## src/rtl/ipv4fhg_pkg.sv

```systemverilog
package ipv4fhg_pkg;

    // field widths
    localparam int unsigned HW_W     = 4;
    localparam int unsigned LEN_W    = 16;
    localparam int unsigned IDX_W    = 4;
    localparam int unsigned STATUS_W = 3;

    // packed bus widths, rounded up to whole bytes
    localparam int unsigned S_TDATA_W = 56;
    localparam int unsigned M_TDATA_W = 88;

    // fragment limit and the size of the per-packet descriptor burst
    localparam int unsigned MAX_FRAGS  = 16;
    localparam int unsigned RESULT_CAP = 16;
    localparam int unsigned FRAG_LIMIT = (MAX_FRAGS < RESULT_CAP) ? MAX_FRAGS : RESULT_CAP;
    localparam int unsigned LIMIT_W    = $clog2(FRAG_LIMIT + 1);

    localparam logic [LEN_W-1:0] MTU_RESET = 16'd1500;

    typedef enum logic [STATUS_W-1:0] {
        ST_FRAG     = 3'd0,
        ST_PASS     = 3'd1,
        ST_ALREADY  = 3'd2,
        ST_TOO_MANY = 3'd3,
        ST_BAD_MTU  = 3'd4
    } t_status;

endpackage

```

## src/rtl/ipv4_fragment_header_generator.sv

```systemverilog
// IPv4 fragment descriptor generator. Each input word carries the IHL, total length,
// flags/offset and checksum fields of one IPv4 header; for it the block emits one
// output word per fragment (tuser status fragment, tlast on the final one) holding
// payload start and length, new total length, new flags/offset with MF on all but the
// last, and the header checksum patched incrementally. Packets that are already
// fragments, that fit the link, that would need more than the fragment limit, or that
// meet an mtu below the header plus 8 bytes give a single word with the matching status.
// The fragment sequencer emits one word per cycle unless the output stalls, and stays
// on a packet until its final word: a single word for a packet that is not cut, up to
// the fragment limit (16) otherwise. The front pipeline accepts a new header every
// cycle until the sequencer backs up. The mtu register resets to 1500 and is written on
// the config channel; the user must write it only while the block is idle, not enforced.
module ipv4_fragment_header_generator (
    input  logic        i_clk,
    input  logic        i_rst_n,
    // config channel: link mtu in bytes
    input  logic        i_cfg_valid,
    output logic        o_cfg_ready,
    input  logic [15:0] i_cfg_data,
    // header word in
    input  logic        i_s_tvalid,
    output logic        o_s_tready,
    // [3:0] header_words, [19:4] packet_length, [35:20] flags_offset_in,
    // [51:36] checksum_in, [55:52] zero
    input  logic [ipv4fhg_pkg::S_TDATA_W-1:0] i_s_tdata,
    // descriptor word out
    output logic        o_m_tvalid,
    input  logic        i_m_tready,
    // [3:0] frag_index, [19:4] payload_start, [35:20] payload_bytes,
    // [51:36] frag_total_length, [67:52] flags_offset_out, [83:68] checksum_out,
    // [87:84] zero
    output logic [ipv4fhg_pkg::M_TDATA_W-1:0] o_m_tdata,
    // [2:0] status
    output logic [ipv4fhg_pkg::STATUS_W-1:0]  o_m_tuser,
    output logic        o_m_tlast
);

    localparam int unsigned LW   = ipv4fhg_pkg::LEN_W;
    localparam int unsigned IW   = ipv4fhg_pkg::IDX_W;
    localparam int unsigned CAPW = LW + ipv4fhg_pkg::LIMIT_W;

    // ------------------------------------------------------------------
    // config register
    // ------------------------------------------------------------------
    logic [LW-1:0] r_link_mtu;

    assign o_cfg_ready = 1'b1;

    always_ff @(posedge i_clk) begin
        if (!i_rst_n) begin
            r_link_mtu <= ipv4fhg_pkg::MTU_RESET;
        end else if (i_cfg_valid) begin
            r_link_mtu <= i_cfg_data;
        end
    end

    // ------------------------------------------------------------------
    // unpack input word
    // ------------------------------------------------------------------
    logic [3:0]    in_hw;
    logic [LW-1:0] in_plen;
    logic [LW-1:0] in_fo;
    logic [LW-1:0] in_ck;

    assign in_hw   = i_s_tdata[3:0];
    assign in_plen = i_s_tdata[19:4];
    assign in_fo   = i_s_tdata[35:20];
    assign in_ck   = i_s_tdata[51:36];

    // ------------------------------------------------------------------
    // stall chain: each stage loads when empty or when it is draining
    // ------------------------------------------------------------------
    logic r_v1, r_v2, r_v3;
    logic r_x_busy, r_ve, r_vc;
    logic en1, en2, en3, s3_take;
    logic e_can, c_can, x_fire, x_last;

    assign c_can   = !r_vc || i_m_tready;
    assign e_can   = !r_ve || c_can;
    assign x_fire  = r_x_busy && e_can;
    assign s3_take = !r_x_busy || (x_fire && x_last);
    assign en3     = !r_v3 || s3_take;
    assign en2     = !r_v2 || en3;
    assign en1     = !r_v1 || en2;

    assign o_s_tready = en1;

    // ------------------------------------------------------------------
    // stage 1: header length, payload length, mtu margin, checksum base
    // ------------------------------------------------------------------
    logic [5:0]    s1_hl;
    logic [LW-1:0] s1_hl16;
    logic [17:0]   s1_base;

    assign s1_hl   = {in_hw, 2'b00};
    assign s1_hl16 = {{(LW-6){1'b0}}, s1_hl};
    // ~HC + ~m_len + ~m_fo, the part of the patch common to every fragment
    assign s1_base = {2'b00, ~in_ck} + {2'b00, ~in_plen} + {2'b00, ~in_fo};

    logic [5:0]    r1_hl;
    logic          r1_is_frag, r1_mtu_lt, r1_fits;
    logic [LW-1:0] r1_diff, r1_dlen, r1_plen, r1_fo, r1_ck;
    logic [17:0]   r1_base;

    always_ff @(posedge i_clk) begin
        if (!i_rst_n) begin
            r_v1 <= 1'b0;
        end else if (en1) begin
            r_v1 <= i_s_tvalid;
        end
    end

    always_ff @(posedge i_clk) begin
        if (en1) begin
            r1_hl      <= s1_hl;
            r1_is_frag <= (in_fo[13:0] != 14'd0);
            r1_mtu_lt  <= (r_link_mtu < s1_hl16);
            r1_diff    <= r_link_mtu - s1_hl16;
            r1_dlen    <= (in_plen >= s1_hl16) ? (in_plen - s1_hl16) : '0;
            r1_fits    <= (in_plen <= r_link_mtu);
            r1_plen    <= in_plen;
            r1_fo      <= in_fo;
            r1_ck      <= in_ck;
            r1_base    <= s1_base;
        end
    end

    // ------------------------------------------------------------------
    // stage 2: fragment size, classification, burst capacity
    // ------------------------------------------------------------------
    logic [LW-1:0]             s2_fsize;
    logic                      s2_bad;
    logic                      s2_fits;
    logic [CAPW-1:0]           s2_cap;
    ipv4fhg_pkg::t_status      n2_status;

    assign s2_fsize = {r1_diff[LW-1:3], 3'b000};
    assign s2_bad   = r1_mtu_lt || (r1_diff[LW-1:3] == '0);
    assign s2_fits  = r1_fits || (r1_dlen <= s2_fsize);
    assign s2_cap   = CAPW'(s2_fsize) * CAPW'(ipv4fhg_pkg::FRAG_LIMIT);

    always_comb begin
        if (r1_is_frag) begin
            n2_status = ipv4fhg_pkg::ST_ALREADY;
        end else if (s2_bad) begin
            n2_status = ipv4fhg_pkg::ST_BAD_MTU;
        end else if (s2_fits) begin
            n2_status = ipv4fhg_pkg::ST_PASS;
        end else begin
            n2_status = ipv4fhg_pkg::ST_FRAG;
        end
    end

    ipv4fhg_pkg::t_status r2_status;
    logic [5:0]      r2_hl;
    logic [LW-1:0]   r2_fsize, r2_dlen, r2_plen, r2_fo, r2_ck;
    logic [CAPW-1:0] r2_cap;
    logic [17:0]     r2_base;

    always_ff @(posedge i_clk) begin
        if (!i_rst_n) begin
            r_v2 <= 1'b0;
        end else if (en2) begin
            r_v2 <= r_v1;
        end
    end

    always_ff @(posedge i_clk) begin
        if (en2) begin
            r2_status <= n2_status;
            r2_hl     <= r1_hl;
            r2_fsize  <= s2_fsize;
            r2_dlen   <= r1_dlen;
            r2_plen   <= r1_plen;
            r2_fo     <= r1_fo;
            r2_ck     <= r1_ck;
            r2_cap    <= s2_cap;
            r2_base   <= r1_base;
        end
    end

    // ------------------------------------------------------------------
    // stage 3: reject packets beyond the fragment limit
    // ------------------------------------------------------------------
    ipv4fhg_pkg::t_status n3_status;

    always_comb begin
        n3_status = r2_status;
        if (r2_status == ipv4fhg_pkg::ST_FRAG && CAPW'(r2_dlen) > r2_cap) begin
            n3_status = ipv4fhg_pkg::ST_TOO_MANY;
        end
    end

    ipv4fhg_pkg::t_status r3_status;
    logic [5:0]    r3_hl;
    logic [LW-1:0] r3_fsize, r3_dlen, r3_plen, r3_fo, r3_ck;
    logic [17:0]   r3_base;

    always_ff @(posedge i_clk) begin
        if (!i_rst_n) begin
            r_v3 <= 1'b0;
        end else if (en3) begin
            r_v3 <= r_v2;
        end
    end

    always_ff @(posedge i_clk) begin
        if (en3) begin
            r3_status <= n3_status;
            r3_hl     <= r2_hl;
            r3_fsize  <= r2_fsize;
            r3_dlen   <= r2_dlen;
            r3_plen   <= r2_plen;
            r3_fo     <= r2_fo;
            r3_ck     <= r2_ck;
            r3_base   <= r2_base;
        end
    end

    // ------------------------------------------------------------------
    // fragment sequencer: one descriptor per cycle unless the output stalls, from running offset
    // and remaining payload
    // ------------------------------------------------------------------
    ipv4fhg_pkg::t_status r_x_status;
    logic [5:0]    r_x_hl;
    logic [LW-1:0] r_x_fsize, r_x_dlen, r_x_plen, r_x_fo, r_x_ck;
    logic [LW-1:0] r_x_off, r_x_rem;
    logic [IW-1:0] r_x_idx;
    logic [17:0]   r_x_base;

    logic          x_short;
    logic [LW-1:0] x_bytes;
    logic          x_load;

    assign x_load  = r_v3 && s3_take;
    assign x_short = (r_x_rem <= r_x_fsize);
    assign x_bytes = x_short ? r_x_rem : r_x_fsize;
    assign x_last  = (r_x_status != ipv4fhg_pkg::ST_FRAG) || x_short;

    always_ff @(posedge i_clk) begin
        if (!i_rst_n) begin
            r_x_busy <= 1'b0;
        end else if (x_load) begin
            r_x_busy <= 1'b1;
        end else if (x_fire && x_last) begin
            r_x_busy <= 1'b0;
        end
    end

    always_ff @(posedge i_clk) begin
        if (x_load) begin
            r_x_status <= r3_status;
            r_x_hl     <= r3_hl;
            r_x_fsize  <= r3_fsize;
            r_x_dlen   <= r3_dlen;
            r_x_plen   <= r3_plen;
            r_x_fo     <= r3_fo;
            r_x_ck     <= r3_ck;
            r_x_base   <= r3_base;
            r_x_off    <= '0;
            r_x_rem    <= r3_dlen;
            r_x_idx    <= '0;
        end else if (x_fire && !x_last) begin
            r_x_off <= r_x_off + r_x_fsize;
            r_x_rem <= r_x_rem - r_x_fsize;
            r_x_idx <= r_x_idx + 1'b1;
        end
    end

    // descriptor fields for the current sequencer slot
    logic [IW-1:0] n_e_idx;
    logic [LW-1:0] n_e_start, n_e_bytes, n_e_tlen, n_e_fo, n_e_ck;
    logic          n_e_upd;

    always_comb begin
        n_e_idx   = '0;
        n_e_start = '0;
        n_e_bytes = '0;
        n_e_tlen  = '0;
        n_e_fo    = '0;
        n_e_ck    = '0;
        n_e_upd   = 1'b0;
        case (r_x_status)
            ipv4fhg_pkg::ST_FRAG: begin
                n_e_idx   = r_x_idx;
                n_e_start = r_x_off;
                n_e_bytes = x_bytes;
                n_e_tlen  = {{(LW-6){1'b0}}, r_x_hl} + x_bytes;
                // MF on every fragment but the last, DF and reserved cleared
                n_e_fo    = {2'b00, !x_short, r_x_off[LW-1:3]};
                n_e_upd   = 1'b1;
            end
            ipv4fhg_pkg::ST_PASS: begin
                n_e_bytes = r_x_dlen;
                n_e_tlen  = r_x_plen;
                n_e_fo    = r_x_fo;
                n_e_ck    = r_x_ck;
            end
            default: begin
                // rejected packets carry only status and tlast
                n_e_upd = 1'b0;
            end
        endcase
    end

    // ------------------------------------------------------------------
    // descriptor register
    // ------------------------------------------------------------------
    ipv4fhg_pkg::t_status r_e_status;
    logic [IW-1:0] r_e_idx;
    logic [LW-1:0] r_e_start, r_e_bytes, r_e_tlen, r_e_fo, r_e_ck;
    logic          r_e_upd, r_e_last;
    logic [17:0]   r_e_base;

    always_ff @(posedge i_clk) begin
        if (!i_rst_n) begin
            r_ve <= 1'b0;
        end else if (e_can) begin
            r_ve <= r_x_busy;
        end
    end

    always_ff @(posedge i_clk) begin
        if (e_can) begin
            r_e_status <= r_x_status;
            r_e_idx    <= n_e_idx;
            r_e_start  <= n_e_start;
            r_e_bytes  <= n_e_bytes;
            r_e_tlen   <= n_e_tlen;
            r_e_fo     <= n_e_fo;
            r_e_ck     <= n_e_ck;
            r_e_upd    <= n_e_upd;
            r_e_last   <= x_last;
            r_e_base   <= r_x_base;
        end
    end

    // ------------------------------------------------------------------
    // checksum stage: add new length and flags/offset, end-around fold
    // ------------------------------------------------------------------
    logic [18:0]   c_sum;
    logic [16:0]   c_fold1;
    logic [LW-1:0] c_fold2;
    logic [LW-1:0] c_ck;

    assign c_sum   = {1'b0, r_e_base} + {3'b000, r_e_tlen} + {3'b000, r_e_fo};
    assign c_fold1 = {1'b0, c_sum[15:0]} + {14'd0, c_sum[18:16]};
    assign c_fold2 = c_fold1[15:0] + {15'd0, c_fold1[16]};
    assign c_ck    = r_e_upd ? ~c_fold2 : r_e_ck;

    ipv4fhg_pkg::t_status r_c_status;
    logic [IW-1:0] r_c_idx;
    logic [LW-1:0] r_c_start, r_c_bytes, r_c_tlen, r_c_fo, r_c_ck;
    logic          r_c_last;

    always_ff @(posedge i_clk) begin
        if (!i_rst_n) begin
            r_vc <= 1'b0;
        end else if (c_can) begin
            r_vc <= r_ve;
        end
    end

    always_ff @(posedge i_clk) begin
        if (c_can) begin
            r_c_status <= r_e_status;
            r_c_idx    <= r_e_idx;
            r_c_start  <= r_e_start;
            r_c_bytes  <= r_e_bytes;
            r_c_tlen   <= r_e_tlen;
            r_c_fo     <= r_e_fo;
            r_c_ck     <= c_ck;
            r_c_last   <= r_e_last;
        end
    end

    assign o_m_tvalid = r_vc;
    assign o_m_tlast  = r_c_last;
    assign o_m_tuser  = r_c_status;
    assign o_m_tdata  = {4'd0, r_c_ck, r_c_fo, r_c_tlen, r_c_bytes, r_c_start, r_c_idx};

    // ------------------------------------------------------------------
    // assertions
    // ------------------------------------------------------------------
    // only fragment words may leave a packet open
    a_open_is_frag: assert property (@(posedge i_clk) disable iff (!i_rst_n)
        o_m_tvalid && !o_m_tlast |-> o_m_tuser == ipv4fhg_pkg::ST_FRAG)
        else $error("non-fragment word without tlast");

    // MF set exactly on non-final fragments
    a_mf_matches_last: assert property (@(posedge i_clk) disable iff (!i_rst_n)
        o_m_tvalid && o_m_tuser == ipv4fhg_pkg::ST_FRAG |-> o_m_tdata[65] == !o_m_tlast)
        else $error("MF bit disagrees with tlast");

    // sequencer stays on a packet until its final descriptor
    a_seq_holds: assert property (@(posedge i_clk) disable iff (!i_rst_n)
        x_fire && !x_last |=> r_x_busy && r_x_idx == $past(r_x_idx) + 1'b1)
        else $error("sequencer left a packet early");

    // fragment count never runs past the limit
    a_idx_limit: assert property (@(posedge i_clk) disable iff (!i_rst_n)
        r_x_busy |-> {1'b0, r_x_idx} < ipv4fhg_pkg::LIMIT_W'(ipv4fhg_pkg::FRAG_LIMIT))
        else $error("fragment index beyond limit");

endmodule

```

## config.mk

```make
export PLATFORM = sky130hd
export DESIGN_NAME = ipv4_fragment_header_generator
export DESIGN_NICKNAME = d
export VERILOG_FILES = /design/src/rtl/ipv4fhg_pkg.sv /design/src/rtl/ipv4_fragment_header_generator.sv
export SDC_FILE = /design/constraint.sdc
export NUM_CORES = 1
export LEC_CHECK = 0
export BUFFER_PORTS_ARGS = -buffer_cell sky130_fd_sc_hd__buf_2
export CAP_MARGIN = 10
export CORE_MARGIN = 3
export CORE_UTILIZATION = 55
export CTS_CLUSTER_DIAMETER = 100
export DETAILED_ROUTE_END_ITERATION = 10
export GPL_TIMING_DRIVEN = 0
export PLACE_DENSITY_LB_ADDON = 0.08
export SYNTH_ARGS = -nofsm -noshare
export SYNTH_HDL_FRONTEND = slang
export SYNTH_SLANG_ARGS = --single-unit
```

## constraint.sdc

```tcl
create_clock -name i_clk -period 12.2 [get_ports i_clk]
set_clock_uncertainty 0.1 [all_clocks]
set_input_delay 1.22 -clock i_clk [delete_from_list [all_inputs] [get_ports i_clk]]
set_output_delay 1.22 -clock i_clk [all_outputs]
set_load 0.005 [all_outputs]
```

# Yosys cells after proc, flatten, opt, wreduce, memory -nomap -nowiden
# Cells that the tools add are included.
dict set report totals {
  regBits 664
  latchBits 0
  ram_bits 0
  romBits 0
  input_bits 77
  output_inout_bits 95
  mem_count 0
}
dict set report op_classes {
  n_addsub 12
  mul 0
  n_div 0
  order_cmp 6
  n_eq_ne 1
  shifts 0
  muxes 12
  bitwise_logic 4
  n_reduce_logical 30
}
# cell n
set ops {}
lappend ops {{one-hot mux 16 bit (2 select lines)} 3}
lappend ops {{two-way mux 16 bit} 4}
lappend ops {{inverter 16 bit} 4}
lappend ops {{less-or-equal comparator 16 bit} 3}
lappend ops {{subtractor 16 x 6 -> 16 bit} 2}
lappend ops {{> comparator 16 x 20 -> 1 bit} 1}
lappend ops {{adder 18 x 16 -> 19 bit} 1}
lappend ops {{adder 19 x 16 -> 19 bit} 1}
lappend ops {{adder 17 x 16 -> 18 bit} 1}
lappend ops {{adder 16 x 16 -> 17 bit} 1}
lappend ops {{adder 16 x 3 -> 17 bit} 1}
lappend ops {{adder 16 x 1 -> 16 bit} 1}
lappend ops {{adder 16 bit} 1}
lappend ops {{adder 6 x 16 -> 16 bit} 1}
lappend ops {{>= comparator 16 x 6 -> 1 bit} 1}
lappend ops {{less-than comparator 16 x 6 -> 1 bit} 1}
lappend ops {{subtractor 16 bit} 1}
lappend ops {{nonzero test 14 bit} 1}
lappend ops {{logical NOT 13 bit} 1}
lappend ops {{logical OR 1 bit} 9}
lappend ops {{logical NOT 1 bit} 8}
lappend ops {{logical NOT 3 bit} 2}
lappend ops {{logical AND 1 bit} 5}
lappend ops {{adder 4 x 1 -> 4 bit, second input constant} 1}
lappend ops {{other kinds (6)} 10}

# Depth between registers and ports, before layout
dict set report logic_depth {
  word_depth 9
  depth_mapped 29
  mapped_depth_nobuf 28
}

# Worst setup path after synthesis
# No wires, ideal clock.
dict set report synth_timing {
  kind {register to register}
  startpoint {register r_e_tlen[1]}
  endpoint {register r_c_ck[14] (data pin)}
  setup_time_ps 152
  arrival_ps 6539
  required_ps 11948
  slack_ps 5409
  stages_incl_launch_ff 30
  path_buffers 1
  period_less_slack_ps 6791
  cell_sequence {edfxtp_1 fa_1 ha_1 inv_1 fa_1 nor2b_1 o211a_1 o21ai_2 o211ai_1 a31oi_1 o21bai_1 a21oi_1 xnor2_1 inv_1 fa_1 nor2b_1 o21ai_0 nand3b_1 nor2_1 nand4_1 inv_1 and3_1 ha_1 nor2b_1 nand2_1 or3b_2 clkbuf_1 or3_1 or4_1 a31oi_1}
}
dict set report synth_via {
  elab_chain_cells 6
}
# item line_no
set synth_rtl {}
lappend synth_rtl {{start: declaration} ipv4_fragment_header_generator.sv:311} ;# logic [LW-1:0] r_e_start, r_e_bytes, r_e_tlen, r_e_fo, r_e_ck;
lappend synth_rtl {{start signal: assignment} ipv4_fragment_header_generator.sv:329} ;# r_e_tlen <= n_e_tlen;
lappend synth_rtl {{adder 18 x 16 -> 19 bit} ipv4_fragment_header_generator.sv:346} ;# assign c_sum = {1'b0, r_e_base} + {3'b000, r_e_tlen} + {3'b000, r_e_fo};
lappend synth_rtl {{adder 19 x 16 -> 19 bit} ipv4_fragment_header_generator.sv:346}
lappend synth_rtl {{adder 16 x 3 -> 17 bit} ipv4_fragment_header_generator.sv:347} ;# assign c_fold1 = {1'b0, c_sum[15:0]} + {14'd0, c_sum[18:16]};
lappend synth_rtl {{adder 16 x 1 -> 16 bit} ipv4_fragment_header_generator.sv:348} ;# assign c_fold2 = c_fold1[15:0] + {15'd0, c_fold1[16]};
lappend synth_rtl {{inverter 16 bit} ipv4_fragment_header_generator.sv:349} ;# assign c_ck = r_e_upd ? ~c_fold2 : r_e_ck;
lappend synth_rtl {{two-way mux 16 bit} ipv4_fragment_header_generator.sv:349}
lappend synth_rtl {{named net c_ck[14]} ipv4_fragment_header_generator.sv:344} ;# logic [LW-1:0] c_ck;
lappend synth_rtl {{end signal: assignment} ipv4_fragment_header_generator.sv:372} ;# r_c_ck <= c_ck;
lappend synth_rtl {{end: declaration} ipv4_fragment_header_generator.sv:353} ;# logic [LW-1:0] r_c_start, r_c_bytes, r_c_tlen, r_c_fo, r_c_ck;
# The timed path passes the listed nets, and every way through them passes these cells.
# A chain may end at the register's enable or synchronous reset.

# Worst setup path after layout
dict set report layout_timing {
  startpoint {register r_e_tlen[1]}
  endpoint {register r_c_ck[12] (data pin)}
}
# The elaborated chain is that of the path after synthesis.

==> metrics.md <==
| Metric | Value |
|---|---|
| Die area | 0.0527 sq mm |
| Hold Crit Depth | 0 |
| Met1 Wirelength | 26800 um |
| Worst Path Buf+Inv | 4 |
| Antenna Cells | 0 |
| CP max-delay cell | fa_1 |
| CP Launch Type | flop |
| P per Cell Area | 162 mW/mm^2 |
| Crit end category | flop |
| Final WL | 58200 um |
| Post-synth top area share | 66.9% |
| Final Non-Filler Cells | 2779 |
| Gate Count Post-Synth | 1826 |
| Die span in y | 230 um |
| Die X-Extent | 230 um |
| Yosys synthesis warning count | 0 |
| Final worst setup slack | 4.32 ns |
| DR WL/cell | 20.9 um |
| Setup WS pre-CTS | 4.36 ns |
| Rel. slew slack | 21.1% |
| Sink Count | 652 |
| Final hold vios | 0 |
| Gr usage total | 22.3% |
| Crit path kind | flop to flop |
| CP delay by family, top | simple AND/OR/NAND/NOR gates |
| Via count | 15186 |
| Largest net degree at the start of global routing | 74 |
| H-Tree Level Count | 3 |
| Max Buffers Root-to-Sink | 3 |
| Pre-Repair DR Iteration Count | 6 |
| Post-Syn Area | 0.0275 sq mm |
| Primary FF master, synth | edfxtp_1 |
| Clock transition at path regs | 0.06 ns |
| Worst VDD drop | 104 uV |
| Final net count | 2295 |
| Max FO, Critical Path | 7 |
| Met3 routed WL | 3500 um |
| Buffers on Ports | 158 |
| Leak pwr | 12.9 nW |
| Remaining global-route overflow | 0 |
| Synth area leader | edfxtp_1 |
| WP data required | 12.42 ns |
| Synthesized area per cell | 15.1 sq um |
| Post-CTS sizing | 0 |
| RSZ-0062 raised after global routing | false |
| Initial antenna violation count | 0 |
| EDFF count, synth | 613 |
| Cell count after placement | 2660 |
| Post-synthesis sequential area ratio | 69.7% |
| Vias in the first global route | 15136 |
| Boundary pin count | 172 |
| Initial Util | 56.0% |
| Status | finished, final reports clean |
| Core Area | 0.0492 sq mm |
| Fin crit share | 64.6% |
| Worst R2R Setup Slack | 4.32 ns |
| Max-slew violation count | 0 |
| # Max-Cap Violations | 0 |
| Cts bufs inserted | 69 |
| # Post-CTS Setup Buffers | 0 |
| Clock Latency Late Sink | 0.59 ns |
| Crit Reg-Reg Startpoint | r_e_tlen[1] |
| Worst EP arrival | 8.10 ns |
| Min cycle time layout | 7.88 ns |
| Final hold slack | 0.309 ns |
| DRC viols | 0 |
| Tightest Hold Check Type | flop to flop |
| Max stage delay on crit path | 0.58 ns |
| Via/cell ratio | 5.46 |
| Fraction of layout cells with a size suffix above 1 | 15.5% |
| First-pass GRT wire length | 88300 um |
| Final setup violation count | 0 |
| Hold EP | r2_base[13] |
| Flops & latches, synth | 652 |
| Placed instance area | 0.0294 sq mm |
| FF-to-FF path depth | 29 |
| Synth async-reset ratio | 0% |
| Hold path start | r1_base[13] |
| Root Buffer | clkbuf_16 |
| Gpl congestion | 0.917 |
| Hold_buf cts | 0 |
| Post-route ant nets | 0 |
| Measured slew at the worst slew-check pin | 1.18 ns |
| TritonCTS clock tree | built |
| Synth area leaders | edfxtp_1 67%, ha_1 5.0%, fa_1 2.9% |
| Top Metal Used | met4 |
| Fmax | 0.127 GHz |
| Setup TNS | 0 ns |
| Metal2 WL | 26100 um |
| Site row count | 81 |
| Filler cells | 3598 |
| Area Overhead vs Synth | 14.8% |
| Post-synthesis cell type count | 86 |
| Final Instance Area | 0.0316 sq mm |
| R2R Path End | r_c_ck[12] |
| Iter 0 DRT Violations | 1139 |
| DP HPWL | 43100 um |
-- placed cells by master (no fill, tap or decap), types with 40 or more instances in the layout --
cell type and n:
fa_1 40, clkbuf_16 71, a21oi_1 51, nor2_1 89
nand2_1 86, o21ai_0 52, ha_1 111, edfxtp_1 613
inv_1 151, a21o_1 40, buf_2 163, xnor2_1 60
-- stage by stage --
| step | utilization [%] | total power [mW] |
|---|---|---|
| 2_1_floorplan | - | 2.98 |
| 3_3_place_gp | 59.3 | 3.11 |
| 3_5_place_dp | 59.7 | 3.12 |
| 4_1_cts | 64.3 | 5.17 |
| 5_1_grt | 64.3 | 5.32 |
| 6_report | 64.3 | 5.12 |
-- state kept, by name (all words and copies together), names as in the netlist, 18 cells and up --
register and cells:
r1_base 18, r_x_base 18, r3_base 18, r2_base 18, r_e_base 18
-- worst max-delay path by stage --
stage	from	end	slack (ns)	cells after the start
floorplan	r_e_tlen[1]	r_c_ck[14]	5.41	29
global placement	r_x_fsize[4]	o_s_tready	3.19	12
detailed placement	r_e_tlen[1]	r_c_ck[14]	4.36	29
CTS	r_e_tlen[1]	r_c_ck[14]	4.32	29
finish	r_e_tlen[1]	r_c_ck[12]	4.32	29
global route	r_e_tlen[1]	r_c_ck[14]	3.60	29
-- kinds of logic (layout without fill, tap and decap cells) --
kind of cell / count (synthesis) / after routing / synth area share [%]
AOI/OAI and AO/OA: 284 / 284 / 7.34
DFF: 652 / 652 / 69.7
and+or+nand+nor: 411 / 411 / 7.79
muxes: 41 / 41 / 1.58
buffers and inverters: 202 / 485 / 2.90
adders and majority gates: 151 / 151 / 7.96
other: 2 / 8 / 0.0273
xor gates and xnor gates: 83 / 83 / 2.67
-- area by class of cell --
type / instances / area [sq um] / area share [%]
multi-input combinational: 978 / 7570 / 24.0
clock inverter: 36 / 377 / 1.19
inverter: 155 / 589 / 1.87
buffer: 47 / 221 / 0.701
sequential: 652 / 19200 / 60.7
timing repair buffer: 164 / 956 / 3.03
clock buffer: 83 / 1850 / 5.86
tap: 664 / 831 / 2.63
-- synthesized netlist by cell type, types with 5 or more instances --
master and instances:
buf_2 6, o211ai_1 18, inv_1 154, a21o_1 40, edfxtp_1 613, a21oi_1 51
or4_1 5, dfxtp_1 39, nor3_1 25, a22o_1 12, nand3_1 35, nand2_1 87
a211o_1 6, buf_4 8, mux2_2 20, nand4_1 21, xor2_1 22, nor2_1 89
nor4_1 13, o22ai_1 11, nor3b_1 6, and2_1 39, and3_1 13, mux2i_1 21
o31ai_1 6, clkbuf_1 30, nand2b_1 12, o21a_1 19, a31oi_1 9, ha_1 111
xnor2_1 60, or3_1 8, nor2b_1 36, fa_1 40, o21ai_0 52
-- per-layer routing --
| metal | GRT usage [%] | vias up |
|---|---|---|
| li1 | - | 7257 |
| met1 | 32.6 | 7364 |
| met2 | 34.2 | 469 |
| met3 | 4.15 | 96 |
| met4 | 7.92 | 0 |
| met5 | 0 | - |
-- report_power, final --
part | switching, mW | internal, mW | total (mW) | leakage (nW)
combinational | 0.212 | 0.159 | 0.371 | 4.92
clock | 0.825 | 1.21 | 2.04 | 1.08
sequential | 0.0690 | 2.64 | 2.71 | 6.88
total | 1.11 | 4.01 | 5.12 | 12.9
-- worst register-to-register path, delay by kind of cell (launching register included) --
| kind | cells | cell delay [ns] |
|---|---|---|
| and+or+nand+nor | 10 | 2.64 |
| AOI/OAI and AO/OA | 9 | 1.89 |
| xor gates and xnor gates | 1 | 0.21 |
| buffers and inverters | 4 | 0.47 |
| DFF | 1 | 0.51 |
| adders and majority gates | 5 | 1.82 |
Power figures use the tool's default switching activity.
